$ cat src/rtl/adaptive_traffic_light_defines.svh
// ---------------------------------------------------------------------------
// Assertion macros for the adaptive traffic light
// Shared wrappers that keep clocking and reset handling the same everywhere.
// ---------------------------------------------------------------------------
`ifndef ADAPTIVE_TRAFFIC_LIGHT_DEFINES_SVH
`define ADAPTIVE_TRAFFIC_LIGHT_DEFINES_SVH

// The consequent must hold in the same cycle as the antecedent.
`define ATL_ASSERT_SAME(label, clk, rst, ante, cons, msg) \
   label: assert property (@(posedge clk) disable iff (rst) (ante) |-> (cons)) else $error(msg);

// The consequent must hold in the cycle after the antecedent.
`define ATL_ASSERT_NEXT(label, clk, rst, ante, cons, msg) \
   label: assert property (@(posedge clk) disable iff (rst) (ante) |=> (cons)) else $error(msg);

`endif

$ cat src/rtl/atl_pkg.sv
// ---------------------------------------------------------------------------
// Adaptive traffic light package
// Types, codes and timing constants shared by the signal controller files.
// ---------------------------------------------------------------------------
`default_nettype none

package atl_pkg;

   localparam int COUNT_MAX = 255;
   localparam logic [7:0] COUNT_CAP = 8'((COUNT_MAX > 255) ? 255 : COUNT_MAX);

   localparam int TIMER_W = 18;
   localparam int MS_W    = 16;
   localparam int TICK_W  = 10;
   localparam int CSR_INDEX_W = 3;
   localparam int CSR_DATA_W  = 16;

   // Register reset values in milliseconds.
   localparam logic [MS_W-1:0] GREEN_RESET_MS  = 16'd7000;
   localparam logic [MS_W-1:0] YELLOW_RESET_MS = 16'd2000;
   localparam logic [MS_W-1:0] RED_RESET_MS    = 16'd9000;

   // Lengths chosen at each cycle wrap from the waiting count.
   localparam logic [7:0] WAIT_BUSY = 8'd5;
   localparam logic [7:0] WAIT_MID  = 8'd3;
   localparam logic [MS_W-1:0] GREEN_BUSY_MS = 16'd10000;
   localparam logic [MS_W-1:0] RED_BUSY_MS   = 16'd8000;
   localparam logic [MS_W-1:0] GREEN_MID_MS  = 16'd8000;
   localparam logic [MS_W-1:0] RED_MID_MS    = 16'd9000;
   localparam logic [MS_W-1:0] GREEN_IDLE_MS = 16'd7000;
   localparam logic [MS_W-1:0] RED_IDLE_MS   = 16'd9000;

   localparam int ENTER_MARGIN_MS = 500;

   typedef enum logic [1:0] {
      ASPECT_GREEN  = 2'd0,
      ASPECT_YELLOW = 2'd1,
      ASPECT_RED    = 2'd2
   } aspect_type;

   typedef enum logic [1:0] {
      KIND_TICK   = 2'd0,
      KIND_ARRIVE = 2'd1,
      KIND_LEAVE  = 2'd2,
      KIND_QUERY  = 2'd3
   } kind_type;

   typedef enum logic [CSR_INDEX_W-1:0] {
      CSR_ENABLE = 3'd0,
      CSR_GREEN  = 3'd1,
      CSR_YELLOW = 3'd2,
      CSR_RED    = 3'd3,
      CSR_OFFSET = 3'd4
   } csr_index_type;

   // Command from the register block that an enable write issues to the core.
   typedef struct packed {
      logic               valid;
      logic               enable;
      logic               timer_load;
      logic [TIMER_W-1:0] timer;
      logic [MS_W-1:0]    green;
      logic [MS_W-1:0]    red;
   } load_type;

   typedef struct packed {
      logic [1:0] light;
      logic       may_enter;
      logic [7:0] waiting;
   } rsp_type;

endpackage

`default_nettype wire

$ cat src/rtl/atl_req_if.sv
// ---------------------------------------------------------------------------
// Request channel
// Valid/ready channel that carries one input beat: kind and tick length.
// ---------------------------------------------------------------------------
`default_nettype none

interface atl_req_if;
   logic                      valid;
   logic                      ready;
   logic [1:0]                kind;
   logic [atl_pkg::TICK_W-1:0] tick_ms;

   modport source (output valid, kind, tick_ms, input ready);
   modport sink   (input valid, kind, tick_ms, output ready);
endinterface

`default_nettype wire

$ cat src/rtl/atl_rsp_if.sv
// ---------------------------------------------------------------------------
// Response channel
// Valid/ready channel that carries one result beat: aspect, permission, count.
// ---------------------------------------------------------------------------
`default_nettype none

interface atl_rsp_if;
   logic       valid;
   logic       ready;
   logic [1:0] light;
   logic       may_enter;
   logic [7:0] waiting;

   modport source (output valid, light, may_enter, waiting, input ready);
   modport sink   (input valid, light, may_enter, waiting, output ready);
endinterface

`default_nettype wire

$ cat src/rtl/atl_csr_if.sv
// ---------------------------------------------------------------------------
// Register write channel
// Valid/ready channel that carries a register index and its write data.
// ---------------------------------------------------------------------------
`default_nettype none

interface atl_csr_if;
   logic                           valid;
   logic                           ready;
   logic [atl_pkg::CSR_INDEX_W-1:0] index;
   logic [atl_pkg::CSR_DATA_W-1:0]  data;

   modport source (output valid, index, data, input ready);
   modport sink   (input valid, index, data, output ready);
endinterface

`default_nettype wire

$ cat src/rtl/atl_csr.sv
// ---------------------------------------------------------------------------
// Register block
// Holds the timing registers and turns an enable write into a load command.
// ---------------------------------------------------------------------------
`default_nettype none

module atl_csr (
   input  wire logic             clock,
   input  wire logic             reset,
   atl_csr_if.sink               csr_chan,
   output logic [atl_pkg::MS_W-1:0] yellow_ms,
   output atl_pkg::load_type     load
);

   logic [atl_pkg::MS_W-1:0] green_ff, green_in;
   logic [atl_pkg::MS_W-1:0] yellow_ff, yellow_in;
   logic [atl_pkg::MS_W-1:0] red_ff, red_in;
   logic [7:0]               offset_ff, offset_in;
   atl_pkg::load_type        load_ff, load_in;

   logic                         write;
   logic [atl_pkg::TIMER_W-1:0]  cycle;
   logic [atl_pkg::TIMER_W+7:0]  product;

   assign csr_chan.ready = 1'b1;
   assign write = csr_chan.valid && csr_chan.ready;

   // Start point of the cycle as offset/256 of the cycle length that the
   // enable write is about to load.
   assign cycle   = {2'b00, green_ff} + {2'b00, yellow_ff} + {2'b00, red_ff};
   assign product = {18'd0, offset_ff} * {8'd0, cycle};

   always_comb begin
      green_in  = green_ff;
      yellow_in = yellow_ff;
      red_in    = red_ff;
      offset_in = offset_ff;
      load_in            = load_ff;
      load_in.valid      = 1'b0;
      if (write) begin
         unique case (atl_pkg::csr_index_type'(csr_chan.index))
            atl_pkg::CSR_ENABLE: begin
               load_in.valid      = 1'b1;
               load_in.enable     = csr_chan.data[0];
               load_in.timer_load = csr_chan.data[0] && (offset_ff != 8'd0);
               load_in.timer      = product[atl_pkg::TIMER_W+7:8];
               load_in.green      = green_ff;
               load_in.red        = red_ff;
            end
            atl_pkg::CSR_GREEN:  green_in  = csr_chan.data;
            atl_pkg::CSR_YELLOW: yellow_in = csr_chan.data;
            atl_pkg::CSR_RED:    red_in    = csr_chan.data;
            atl_pkg::CSR_OFFSET: offset_in = csr_chan.data[7:0];
            default: ;
         endcase
      end
   end

   always_ff @(posedge clock) begin
      if (reset) begin
         green_ff      <= atl_pkg::GREEN_RESET_MS;
         yellow_ff     <= atl_pkg::YELLOW_RESET_MS;
         red_ff        <= atl_pkg::RED_RESET_MS;
         offset_ff     <= 8'd0;
         load_ff.valid <= 1'b0;
      end else begin
         green_ff  <= green_in;
         yellow_ff <= yellow_in;
         red_ff    <= red_in;
         offset_ff <= offset_in;
         load_ff   <= load_in;
      end
   end

   assign yellow_ms = yellow_ff;
   assign load      = load_ff;

endmodule

`default_nettype wire

$ cat src/rtl/atl_core.sv
// ---------------------------------------------------------------------------
// Signal core
// Cycle timer, aspect, wait count, current lengths; one beat per accept cycle.
// ---------------------------------------------------------------------------
`default_nettype none

module atl_core (
   input  wire logic                       clock,
   input  wire logic                       reset,
   input  wire logic                       accept,
   input  wire logic [1:0]                 kind,
   input  wire logic [atl_pkg::TICK_W-1:0] tick_ms,
   input  wire logic [atl_pkg::MS_W-1:0]   yellow_ms,
   input  wire atl_pkg::load_type          load,
   output atl_pkg::rsp_type                result
);

   logic                        enable_ff, enable_in;
   logic [atl_pkg::TIMER_W-1:0] timer_ff, timer_in;
   atl_pkg::aspect_type         aspect_ff, aspect_in;
   logic [7:0]                  count_ff, count_in;
   logic [atl_pkg::MS_W-1:0]    green_ff, green_in;
   logic [atl_pkg::MS_W-1:0]    red_ff, red_in;

   logic [atl_pkg::TIMER_W-1:0] cycle;
   logic [atl_pkg::TIMER_W-1:0] t_sum;
   logic [atl_pkg::MS_W-1:0]    green_next, red_next;
   logic [atl_pkg::MS_W:0]      yellow_end;
   logic signed [atl_pkg::TIMER_W:0] left;

   function automatic atl_pkg::aspect_type derive_aspect(
      input logic [atl_pkg::TIMER_W-1:0] t,
      input logic [atl_pkg::MS_W-1:0]    g,
      input logic [atl_pkg::MS_W-1:0]    y
   );
      logic [atl_pkg::MS_W:0] g_end;
      atl_pkg::aspect_type    a;
      g_end = {1'b0, g} + {1'b0, y};
      if (t < {2'b00, g})
         a = atl_pkg::ASPECT_GREEN;
      else if (t < {1'b0, g_end})
         a = atl_pkg::ASPECT_YELLOW;
      else
         a = atl_pkg::ASPECT_RED;
      return a;
   endfunction

   assign cycle = {2'b00, green_ff} + {2'b00, yellow_ms} + {2'b00, red_ff};
   assign t_sum = timer_ff + {8'd0, tick_ms};

   always_comb begin
      if (count_ff > atl_pkg::WAIT_BUSY) begin
         green_next = atl_pkg::GREEN_BUSY_MS;
         red_next   = atl_pkg::RED_BUSY_MS;
      end else if (count_ff > atl_pkg::WAIT_MID) begin
         green_next = atl_pkg::GREEN_MID_MS;
         red_next   = atl_pkg::RED_MID_MS;
      end else begin
         green_next = atl_pkg::GREEN_IDLE_MS;
         red_next   = atl_pkg::RED_IDLE_MS;
      end
   end

   always_comb begin
      enable_in = enable_ff;
      timer_in  = timer_ff;
      aspect_in = aspect_ff;
      count_in  = count_ff;
      green_in  = green_ff;
      red_in    = red_ff;
      if (load.valid) begin
         enable_in = load.enable;
         green_in  = load.green;
         red_in    = load.red;
         if (load.timer_load) begin
            timer_in  = load.timer;
            aspect_in = derive_aspect(load.timer, load.green, yellow_ms);
         end
      end else if (accept) begin
         case (atl_pkg::kind_type'(kind))
            atl_pkg::KIND_TICK: begin
               if (enable_ff) begin
                  // At most one cycle length is taken off per tick.
                  if (t_sum >= cycle) begin
                     timer_in = t_sum - cycle;
                     green_in = green_next;
                     red_in   = red_next;
                  end else begin
                     timer_in = t_sum;
                  end
                  aspect_in = derive_aspect(timer_in, green_in, yellow_ms);
               end
            end
            atl_pkg::KIND_ARRIVE: begin
               if (count_ff < atl_pkg::COUNT_CAP)
                  count_in = count_ff + 8'd1;
            end
            atl_pkg::KIND_LEAVE: begin
               if (count_ff != 8'd0)
                  count_in = count_ff - 8'd1;
            end
            default: ;
         endcase
      end
   end

   assign yellow_end = {1'b0, green_in} + {1'b0, yellow_ms};
   assign left = $signed({2'b00, yellow_end}) - $signed({1'b0, timer_in});

   always_comb begin
      result.waiting = count_in;
      if (!enable_ff) begin
         result.light     = atl_pkg::ASPECT_GREEN;
         result.may_enter = 1'b1;
      end else begin
         result.light = aspect_in;
         case (aspect_in)
            atl_pkg::ASPECT_GREEN:  result.may_enter = 1'b1;
            atl_pkg::ASPECT_YELLOW:
               result.may_enter = left > (atl_pkg::TIMER_W+1)'(atl_pkg::ENTER_MARGIN_MS);
            default:                result.may_enter = 1'b0;
         endcase
      end
   end

   always_ff @(posedge clock) begin
      if (reset) begin
         enable_ff <= 1'b0;
         timer_ff  <= '0;
         aspect_ff <= atl_pkg::ASPECT_GREEN;
         count_ff  <= 8'd0;
         green_ff  <= atl_pkg::GREEN_RESET_MS;
         red_ff    <= atl_pkg::RED_RESET_MS;
      end else begin
         enable_ff <= enable_in;
         timer_ff  <= timer_in;
         aspect_ff <= aspect_in;
         count_ff  <= count_in;
         green_ff  <= green_in;
         red_ff    <= red_in;
      end
   end

endmodule

`default_nettype wire

$ cat src/rtl/atl_skid.sv
// ---------------------------------------------------------------------------
// Result buffer
// Two-entry output register so a new beat is taken while a result waits.
// ---------------------------------------------------------------------------
`default_nettype none

module atl_skid (
   input  wire logic             clock,
   input  wire logic             reset,
   input  wire logic             in_valid,
   output logic                  in_ready,
   input  wire atl_pkg::rsp_type in_data,
   output logic                  out_valid,
   input  wire logic             out_ready,
   output atl_pkg::rsp_type      out_data
);

   logic             main_valid_ff, main_valid_in;
   logic             skid_valid_ff, skid_valid_in;
   atl_pkg::rsp_type main_ff, main_in;
   atl_pkg::rsp_type skid_ff, skid_in;
   logic             push;

   assign in_ready = !skid_valid_ff;
   assign push     = in_valid && in_ready;

   always_comb begin
      main_valid_in = main_valid_ff;
      skid_valid_in = skid_valid_ff;
      main_in       = main_ff;
      skid_in       = skid_ff;
      if (!main_valid_ff || out_ready) begin
         main_valid_in = skid_valid_ff || push;
         main_in       = skid_valid_ff ? skid_ff : in_data;
         skid_valid_in = 1'b0;
      end else if (push) begin
         // Output is stalled: park the new beat behind it.
         skid_valid_in = 1'b1;
         skid_in       = in_data;
      end
   end

   always_ff @(posedge clock) begin
      if (reset) begin
         main_valid_ff <= 1'b0;
         skid_valid_ff <= 1'b0;
      end else begin
         main_valid_ff <= main_valid_in;
         skid_valid_ff <= skid_valid_in;
      end
      main_ff <= main_in;
      skid_ff <= skid_in;
   end

   assign out_valid = main_valid_ff;
   assign out_data  = main_ff;

endmodule

`default_nettype wire

$ cat src/rtl/adaptive_traffic_light.sv
// ---------------------------------------------------------------------------
// Adaptive traffic light
// Three-aspect signal controller with a millisecond cycle timer.
// ---------------------------------------------------------------------------
// The block takes one request beat per clock cycle while req_chan.ready is
// high (tick, arrival, departure or query) and returns exactly one response
// beat for each through a two-entry output buffer, so requests keep flowing
// while a response waits. Ready is low while both entries are full and while
// the load command of an enable write is applied; the cycle timer then takes
// the offset-times-cycle product if the offset is non-zero. Register writes
// are always accepted and belong in idle periods. There is no clearing pass.
`default_nettype none

`include "adaptive_traffic_light_defines.svh"

module adaptive_traffic_light (
   input wire logic clock,
   input wire logic reset,
   atl_req_if.sink   req_chan,
   atl_rsp_if.source rsp_chan,
   atl_csr_if.sink   csr_chan
);

   logic [atl_pkg::MS_W-1:0] yellow_ms;
   atl_pkg::load_type        load;
   atl_pkg::rsp_type         result;
   atl_pkg::rsp_type         out_data;
   logic                     buf_ready;
   logic                     accept;

   assign req_chan.ready = buf_ready && !load.valid;
   assign accept         = req_chan.valid && req_chan.ready;

   atl_csr u_csr (
      .clock     (clock),
      .reset     (reset),
      .csr_chan  (csr_chan),
      .yellow_ms (yellow_ms),
      .load      (load)
   );

   atl_core u_core (
      .clock     (clock),
      .reset     (reset),
      .accept    (accept),
      .kind      (req_chan.kind),
      .tick_ms   (req_chan.tick_ms),
      .yellow_ms (yellow_ms),
      .load      (load),
      .result    (result)
   );

   atl_skid u_skid (
      .clock     (clock),
      .reset     (reset),
      .in_valid  (accept),
      .in_ready  (buf_ready),
      .in_data   (result),
      .out_valid (rsp_chan.valid),
      .out_ready (rsp_chan.ready),
      .out_data  (out_data)
   );

   assign rsp_chan.light     = out_data.light;
   assign rsp_chan.may_enter = out_data.may_enter;
   assign rsp_chan.waiting   = out_data.waiting;

   `ATL_ASSERT_SAME(a_no_accept_during_load, clock, reset, load.valid, !req_chan.ready, "request accepted while a timer load is pending")
   `ATL_ASSERT_SAME(a_red_blocks_entry, clock, reset, rsp_chan.valid && (rsp_chan.light == atl_pkg::ASPECT_RED), !rsp_chan.may_enter, "entry permitted on red")
   `ATL_ASSERT_NEXT(a_accept_gives_response, clock, reset, accept, rsp_chan.valid, "accepted request produced no response")

endmodule

`default_nettype wire
$ cat src/flat_wrapper.sv
// flat-port wrapper written by rule: the top's interface ports become plain ports
module adaptive_traffic_light_flat 
  (clock, reset, req_chan_valid, req_chan_kind, req_chan_tick_ms, req_chan_ready, rsp_chan_valid, rsp_chan_light, rsp_chan_may_enter, rsp_chan_waiting, rsp_chan_ready, csr_chan_valid, csr_chan_index, csr_chan_data, csr_chan_ready);
  atl_req_if req_chan_i ();
  atl_rsp_if rsp_chan_i ();
  atl_csr_if csr_chan_i ();
  input wire logic clock;
  input wire logic reset;
  input wire logic [$bits(req_chan_i.valid)-1:0] req_chan_valid;
  input wire logic [$bits(req_chan_i.kind)-1:0] req_chan_kind;
  input wire logic [$bits(req_chan_i.tick_ms)-1:0] req_chan_tick_ms;
  output wire logic [$bits(req_chan_i.ready)-1:0] req_chan_ready;
  output wire logic [$bits(rsp_chan_i.valid)-1:0] rsp_chan_valid;
  output wire logic [$bits(rsp_chan_i.light)-1:0] rsp_chan_light;
  output wire logic [$bits(rsp_chan_i.may_enter)-1:0] rsp_chan_may_enter;
  output wire logic [$bits(rsp_chan_i.waiting)-1:0] rsp_chan_waiting;
  input wire logic [$bits(rsp_chan_i.ready)-1:0] rsp_chan_ready;
  input wire logic [$bits(csr_chan_i.valid)-1:0] csr_chan_valid;
  input wire logic [$bits(csr_chan_i.index)-1:0] csr_chan_index;
  input wire logic [$bits(csr_chan_i.data)-1:0] csr_chan_data;
  output wire logic [$bits(csr_chan_i.ready)-1:0] csr_chan_ready;
  assign req_chan_i.valid = req_chan_valid;
  assign req_chan_i.kind = req_chan_kind;
  assign req_chan_i.tick_ms = req_chan_tick_ms;
  assign req_chan_ready = req_chan_i.ready;
  assign rsp_chan_valid = rsp_chan_i.valid;
  assign rsp_chan_light = rsp_chan_i.light;
  assign rsp_chan_may_enter = rsp_chan_i.may_enter;
  assign rsp_chan_waiting = rsp_chan_i.waiting;
  assign rsp_chan_i.ready = rsp_chan_ready;
  assign csr_chan_i.valid = csr_chan_valid;
  assign csr_chan_i.index = csr_chan_index;
  assign csr_chan_i.data = csr_chan_data;
  assign csr_chan_ready = csr_chan_i.ready;
  adaptive_traffic_light u_core (.clock(clock), .reset(reset), .req_chan(req_chan_i), .rsp_chan(rsp_chan_i), .csr_chan(csr_chan_i));
endmodule
$ cat config.mk
export PLATFORM = sky130hd
export DESIGN_NAME = adaptive_traffic_light_flat
export DESIGN_NICKNAME = d
export VERILOG_FILES = /design/src/rtl/atl_pkg.sv /design/src/rtl/atl_req_if.sv /design/src/rtl/atl_rsp_if.sv /design/src/rtl/atl_csr_if.sv /design/src/rtl/atl_csr.sv /design/src/rtl/atl_core.sv /design/src/rtl/atl_skid.sv /design/src/rtl/adaptive_traffic_light.sv /design/src/flat_wrapper.sv
export VERILOG_INCLUDE_DIRS = /design/src /design/src/rtl
export SDC_FILE = /design/constraint.sdc
export NUM_CORES = 1
export LEC_CHECK = 0
export ABC_AREA = 0
export CAP_MARGIN = 30
export CORE_ASPECT_RATIO = 1.5
export CORE_MARGIN = 2
export CORE_UTILIZATION = 55
export CTS_CLUSTER_DIAMETER = 50
export DETAILED_ROUTE_END_ITERATION = 10
export DONT_BUFFER_PORTS = 1
export PLACE_DENSITY = 0.7
export SETUP_SLACK_MARGIN = 0.3
export SLEW_MARGIN = 0
export SYNTH_ARGS = -nofsm -noshare
export SYNTH_HDL_FRONTEND = slang
export SYNTH_SLANG_ARGS = --single-unit
$ cat constraint.sdc
create_clock -name clock -period 11.9 [get_ports clock]
set_input_delay 0.595 -clock clock [delete_from_list [all_inputs] [get_ports clock]]
set_output_delay 0.595 -clock clock [all_outputs]
set_load 0.005 [all_outputs]
Word-level counts from Yosys, hierarchy flattened
Cells that the tools add are included.
{ "totals": {"reg_bits": 194, "latchBits": 0, "ram_bits": 0, "rom_bits": 0, "in_bits": 36, "output_inout_bits": 14, "word_cells": 128, "memories": 0} }
{ "classes": {"n_addsub": 12, "n_mul": 1, "div_mod_pow": 0, "magnitude_cmp": 9, "n_eq_ne": 7, "n_shift": 0, "muxes": 45, "bitwise_logic": 3, "n_reduce_logical": 27} }
{ "op_table": {"columns": ["op", "count"], "rows": [
  ["two-way mux 16 bit", 14],
  ["two-way mux 18 bit", 10],
  ["adder 16 x 16 -> 17 bit", 5],
  ["two-way mux 53 bit", 1],
  ["less-than comparator 18 x 16 -> 1 bit", 2],
  ["less-than comparator 18 x 17 -> 1 bit", 2],
  ["two-way mux 8 bit", 4],
  ["two-way mux 14 bit", 2],
  ["multiplier 8 x 18 -> 26 bit", 1],
  ["two-way mux 11 bit", 2],
  ["> comparator 19 x 10 -> 1 bit, second input constant", 1],
  ["subtractor 17 x 18 -> 19 bit", 1],
  ["adder 17 x 16 -> 18 bit", 1],
  ["adder 18 x 10 -> 18 bit", 1],
  ["adder 18 x 16 -> 18 bit", 1],
  [">= comparator 18 bit", 1],
  ["two-way mux 2 bit", 9],
  ["subtractor 18 bit", 1],
  ["case mux 8 bit (2 select lines)", 1],
  ["nonzero test 8 bit", 2],
  ["AND reduction 2 bit", 5],
  ["adder 8 x 1 -> 8 bit, second input constant", 1],
  ["> comparator 8 x 2 -> 1 bit, second input constant", 1],
  ["> comparator 8 x 3 -> 1 bit, second input constant", 1],
  ["19 further kinds", 34]
]} }

Depth between registers and ports, before layout
{ "logic_depth": {"depth_word": 20, "mapped_depth": 48, "mapped_depth_nobuf": 46} }

Hierarchy
Synthesis repeated with hierarchy kept, for this count alone.
{ "hier_totals": {"cells_unflattened": 2375, "area_unflattened_um2": 20529.7} }
{ "modules_own_cells": {"columns": ["mod", "instances", "cells_each", "area_each_um2", "seq_area_each_um2"], "rows": [
  ["atl_core", 1, 1302, 10060.9, 1221.2],
  ["atl_csr", 1, 1029, 9586.7, 2702.6],
  ["atl_skid", 1, 42, 867.1, 700.7],
  ["adaptive_traffic_light", 1, 2, 15.0, 0.0]
]} }

Worst setup path before layout
No wires, ideal clock.
{ "synth_path": {"kind": "register to register", "from": "reg u_core.u_csr.yellow_ff (netlist bit u_core.u_csr.yellow_ms[1])", "to": "reg u_core.u_skid.main_ff (netlist bit u_core.u_skid.out_data[8]), data pin", "setup_ns": 0.267, "arrival_time_ns": 8.901, "slack_ns": 2.732, "stages_incl_launch_ff": 47, "path_buffers": 2, "synth_period_minus_slack_ns": 9.168, "path_cell_list": "dfxtp_1 inv_1 fa_1 nor2b_1 o21ai_0 a21boi_0 o21ai_0 a21oi_1 a21oi_1 xnor2_1 ha_1 nand3_1 nand2_1 a41o_1 o41a_1 a31oi_1 o21ai_0 xor2_1 [... 11 more ...] o21ai_0 a21oi_1 o21ai_0 a21oi_1 o21ai_0 a21oi_1 o41ai_1 o21ai_0 xnor2_1 ha_1 a2111oi_0 o21ai_0 o21a_1 nor4b_1 a22o_1 a41oi_1 a311oi_2 o31ai_2"} }
{ "synth_via": {"elab_chain_cells": 20, "elab_cells_between_ends": 44} }
{ "synth_lines": {"columns": ["element", "line", "rtl"], "rows": [
  ["start: declaration", "atl_csr.sv:16", "logic [atl_pkg::MS_W-1:0] yellow_ff, yellow_in;"],
  ["start signal: assignment", "atl_csr.sv:62", "yellow_ff <= atl_pkg::YELLOW_RESET_MS;"],
  ["start signal: assignment", "atl_csr.sv:68", "yellow_ff <= yellow_in;"],
  ["branches (longest 17 deep; another with adder 18 x 16 -> 18 bit)", null, null],
  ["case mux 1 bit (2 select lines) (*)", "atl_core.sv:117", "case (aspect_in)"],
  ["two-way mux 3 bit (*)", "atl_core.sv:112", "if (!enable_ff) begin"],
  ["two-way mux 11 bit (*)", "atl_skid.sv:34", "main_in = skid_valid_ff ? skid_ff : in_data;"],
  ["end signal: assignment", "atl_skid.sv:51", "main_ff <= main_in;"],
  ["end: declaration", "atl_skid.sv:20", "atl_pkg::rsp_type main_ff, main_in;"]
]} }
Mark *: on every way between the ends. The select of a mux whose other input is x is not followed.
A chain may end at the register's enable or synchronous reset.

Worst setup path after layout
{ "layout_path": {"from": "reg u_core.u_csr.yellow_ff (netlist bit u_core.u_csr.yellow_ms[0])", "to": "reg u_core.u_skid.main_ff (netlist bit u_core.u_skid.out_data[8]), data pin"} }
Same word-level chain as after synthesis.

==> flow_metrics.env <==
export IMPL_synth_adder_area_share=0.281
export IMPL_drive_above_1_share=0.0460
export IMPL_postSynth_asyncResetShare=0
export IMPL_ant_nets=0
export IMPL_startpoint="u_core.u_csr.yellow_ms[0]"
export IMPL_tritoncts="built"
export IMPL_period_needed_ns=10.84
export IMPL_tightestPinTransition_ns=1.03
export IMPL_reg2reg_depth=46
export IMPL_drt_vias_per_instance=5.92
export IMPL_hold_class="in -> reg"
export IMPL_fin_util=0.589
export IMPL_synth_seq_cells=194
export IMPL_grt_pass1_wl_um=88900
export IMPL_p_per_area_mw_per_mm2=89.4
export IMPL_post_place_cells=2770
export IMPL_fin_cells=2802
export IMPL_wire_per_inst_um=19.8
export IMPL_slew_viol_final=0
export IMPL_startpoint_type="flop"
export IMPL_port_buffers=0
export IMPL_worstPathArrival_ns=11.02
export IMPL_fin_crit_sh=0.911
export IMPL_syn_num_nets=2767
export IMPL_setup_tns_ns=0
export IMPL_firstDrtPassIters=5
export IMPL_start_util=0.559
export IMPL_dr_total_vias=16600
export IMPL_cp_end_kind="flop"
export IMPL_syn2layout_area_growth_pct=5.34
export IMPL_grt_pass1_vias=17100
export IMPL_maxSlewHeadroom=0.309
export IMPL_finClkSkew_ns=0.0152
export IMPL_path_buf_inv=3
export IMPL_clkLatencyLatePin_ns=0.46
export IMPL_cp_num_cells=46
export IMPL_hold_viol=0
export IMPL_core_area_mm2=0.0361
export IMPL_synth_top_family_by_area="adder cells"
export IMPL_grt_start_max_net_pins=122
export IMPL_yosys_most_used_dff="dfxtp_1"
export IMPL_syn_instance_count=2359
export IMPL_cts_root_buf="clkbuf_16"
export IMPL_worstSetupPathType="reg -> reg"
export IMPL_die_h_um=239
export IMPL_antenna_found_initial=0
export IMPL_routed_wl_um=55600
export IMPL_synthMuxAreaShare=0.0224
export IMPL_power_total_uw=1900
export IMPL_outcome="completed"
export IMPL_clock_sinks=194
export IMPL_synth_compound_area_frac=0.167
export IMPL_synth_cell_types=87
export IMPL_clk_path_buf_depth=2
export IMPL_drc=0
export IMPL_finalWeightedCongestion=0.912
export IMPL_cpMostUsedCell="o21ai_0"
export IMPL_rsz0062_at_grt="no"
export IMPL_path_delay_family="compound AO/OA/AOI/OAI gates"
export IMPL_cp_required_ns=12.08
export IMPL_critPathSlowestCell="dfxtp_1"
export IMPL_r2r_start="u_core.u_csr.yellow_ms[0]"
export IMPL_final_nets=2719
export IMPL_synth_cell_area_mm2=0.0202
export IMPL_cpPeakStageDelay_ns=0.49
export IMPL_p_leak_uw=0.00966
export IMPL_std_cell_rows=85
export IMPL_max_freq_ghz=0.0922
export IMPL_pre_cts_ws_ns=0.884
export IMPL_setup_violations=0
export IMPL_clk_pin_slew_worst_paths_ns=0.08
export IMPL_yosysSeqAreaShare=0.229
export IMPL_htreeDepth=4
export IMPL_whs_path_depth=1
export IMPL_hp_start="reset"
export IMPL_dp_hpwl_um=45200
export IMPL_grt_ovfl_total=0
export IMPL_synth_xor_area_frac=0.0499
export IMPL_synth_edff_count=74
export IMPL_crit_fanout=21
export IMPL_maxCapViolations=0
export IMPL_peakVddDrop_mv=0.110
export IMPL_cts_inserted_buffers=17
export IMPL_layout_cells_most_common_list="nand2_1, ha_1, inv_1, a21oi_1, nor2_1"
export IMPL_drtIter0Drc=995
export IMPL_layout_commonest_cell="nand2_1"
export IMPL_post_synth_cell_area_avg_um2=8.55
export IMPL_yosys_warnings=0
export IMPL_finalWorstSetupSlack_ns=1.06
export IMPL_synth_simple_area_share=0.190
export IMPL_die_x_um=160
export IMPL_io_pin_count=50
export IMPL_track_usage=0.297
export IMPL_dieArea_mm2=0.0382
export IMPL_diodes=0
[Yosys cell counts (all sizes together) (36+ instances only)]
| master | instances | area [µm²] |
|---|---|---|
| a21o | 44 | 330 |
| a21oi | 175 | 883 |
| and2 | 73 | 457 |
| and3 | 36 | 225 |
| clkbuf | 74 | 278 |
| dfxtp | 120 | 2400 |
| edfxtp | 74 | 2220 |
| fa | 134 | 2680 |
| ha | 238 | 2980 |
| inv | 236 | 886 |
| nand2 | 288 | 1090 |
| nand3 | 49 | 245 |
| nor2 | 145 | 547 |
| nor2b | 41 | 257 |
| nor3 | 46 | 235 |
| o21ai | 116 | 592 |
| xnor2 | 75 | 657 |
| xor2 | 40 | 350 |
[report_power, final]
group,internal [µW],switching (µW),total (µW)
Combinational,211,329,540
Sequential,702,18.2,720
Clock,360,279,639
Total,1270,626,1900
[sequential cells by signal, indices dropped and copies added, names as in the netlist, 11 cells and up]
register                cells
u_core.u_core.red_ff       16
u_core.u_csr.load          53
u_core.u_core.green_ff     16
u_core.u_csr.yellow_ms     16
u_core.u_skid.out_data     11
u_core.u_csr.green_ff      16
u_core.u_skid.skid_ff      11
u_core.u_core.timer_ff     18
u_core.u_csr.red_ff        16
[kinds of logic after synthesis]
logic type | after synthesis
other | 1
AND/OR/NAND/NOR | 789
flip-flops | 194
XOR/XNOR | 115
multiplexers | 43
AO/OA/AOI/OAI | 524
buffers and inverters | 321
adder cells (fa/ha/maj) | 372
[per-stage QoR]
step	hold slack, ns	area (µm²)
after floorplan	0.450	20200
after global placement	0.463	20600
after detailed placement	0.473	20600
after CTS	0.185	21200
after global routing	0.201	21200
final	0.209	21200
[worst register-to-register path: cells and delay by family (launching register included)]
kind / cells / cell delay (ns)
AO/OA/AOI/OAI: 26 / 5.75
buffers and inverters: 3 / 0.41
adder cells (fa/ha/maj): 6 / 2.11
AND/OR/NAND/NOR: 8 / 1.23
XOR/XNOR: 3 / 0.61
flip-flops: 1 / 0.49
[final timing paths]
path	slack, ns	end
worst min register to register	0.50	u_core.u_csr.load[18]
worst min-delay path	0.21	u_core.u_core.timer_ff[1]
worst max register to register	1.06	u_core.u_skid.out_data[8]
worst max-delay path	1.06	u_core.u_skid.out_data[8]
[layer usage]
metal / part of all wire / global-route usage / wire [µm] / up-vias
met2: 0.53 / 0.563 / 29400 / 338
met1: 0.39 / 0.327 / 21600 / 8131
met4: 0.047 / 0.139 / 2600 / 0
li1: - / - / - / 8016
met5: 0 / 0 / 0 / -
met3: 0.036 / 0.0364 / 1980 / 108
[area by class of cell]
class                           count  area [µm²]
Clock inverter                     14         220
Clock buffer                       18         429
Fill cell                        3243       14800
Multi-Input combinational cell   1844       14400
Sequential cell                   194        4630
Inverter                          237         890
Timing Repair Buffer               17         128
Tap cell                          478         598
[repair_timing]
action,CTS,global route
hold buffers,0,0
gates resized for setup,0,3
endpoints found under the setup margin,0,3
buffers inserted,0,0
Note: power is estimated with default switching activity, not from simulation.
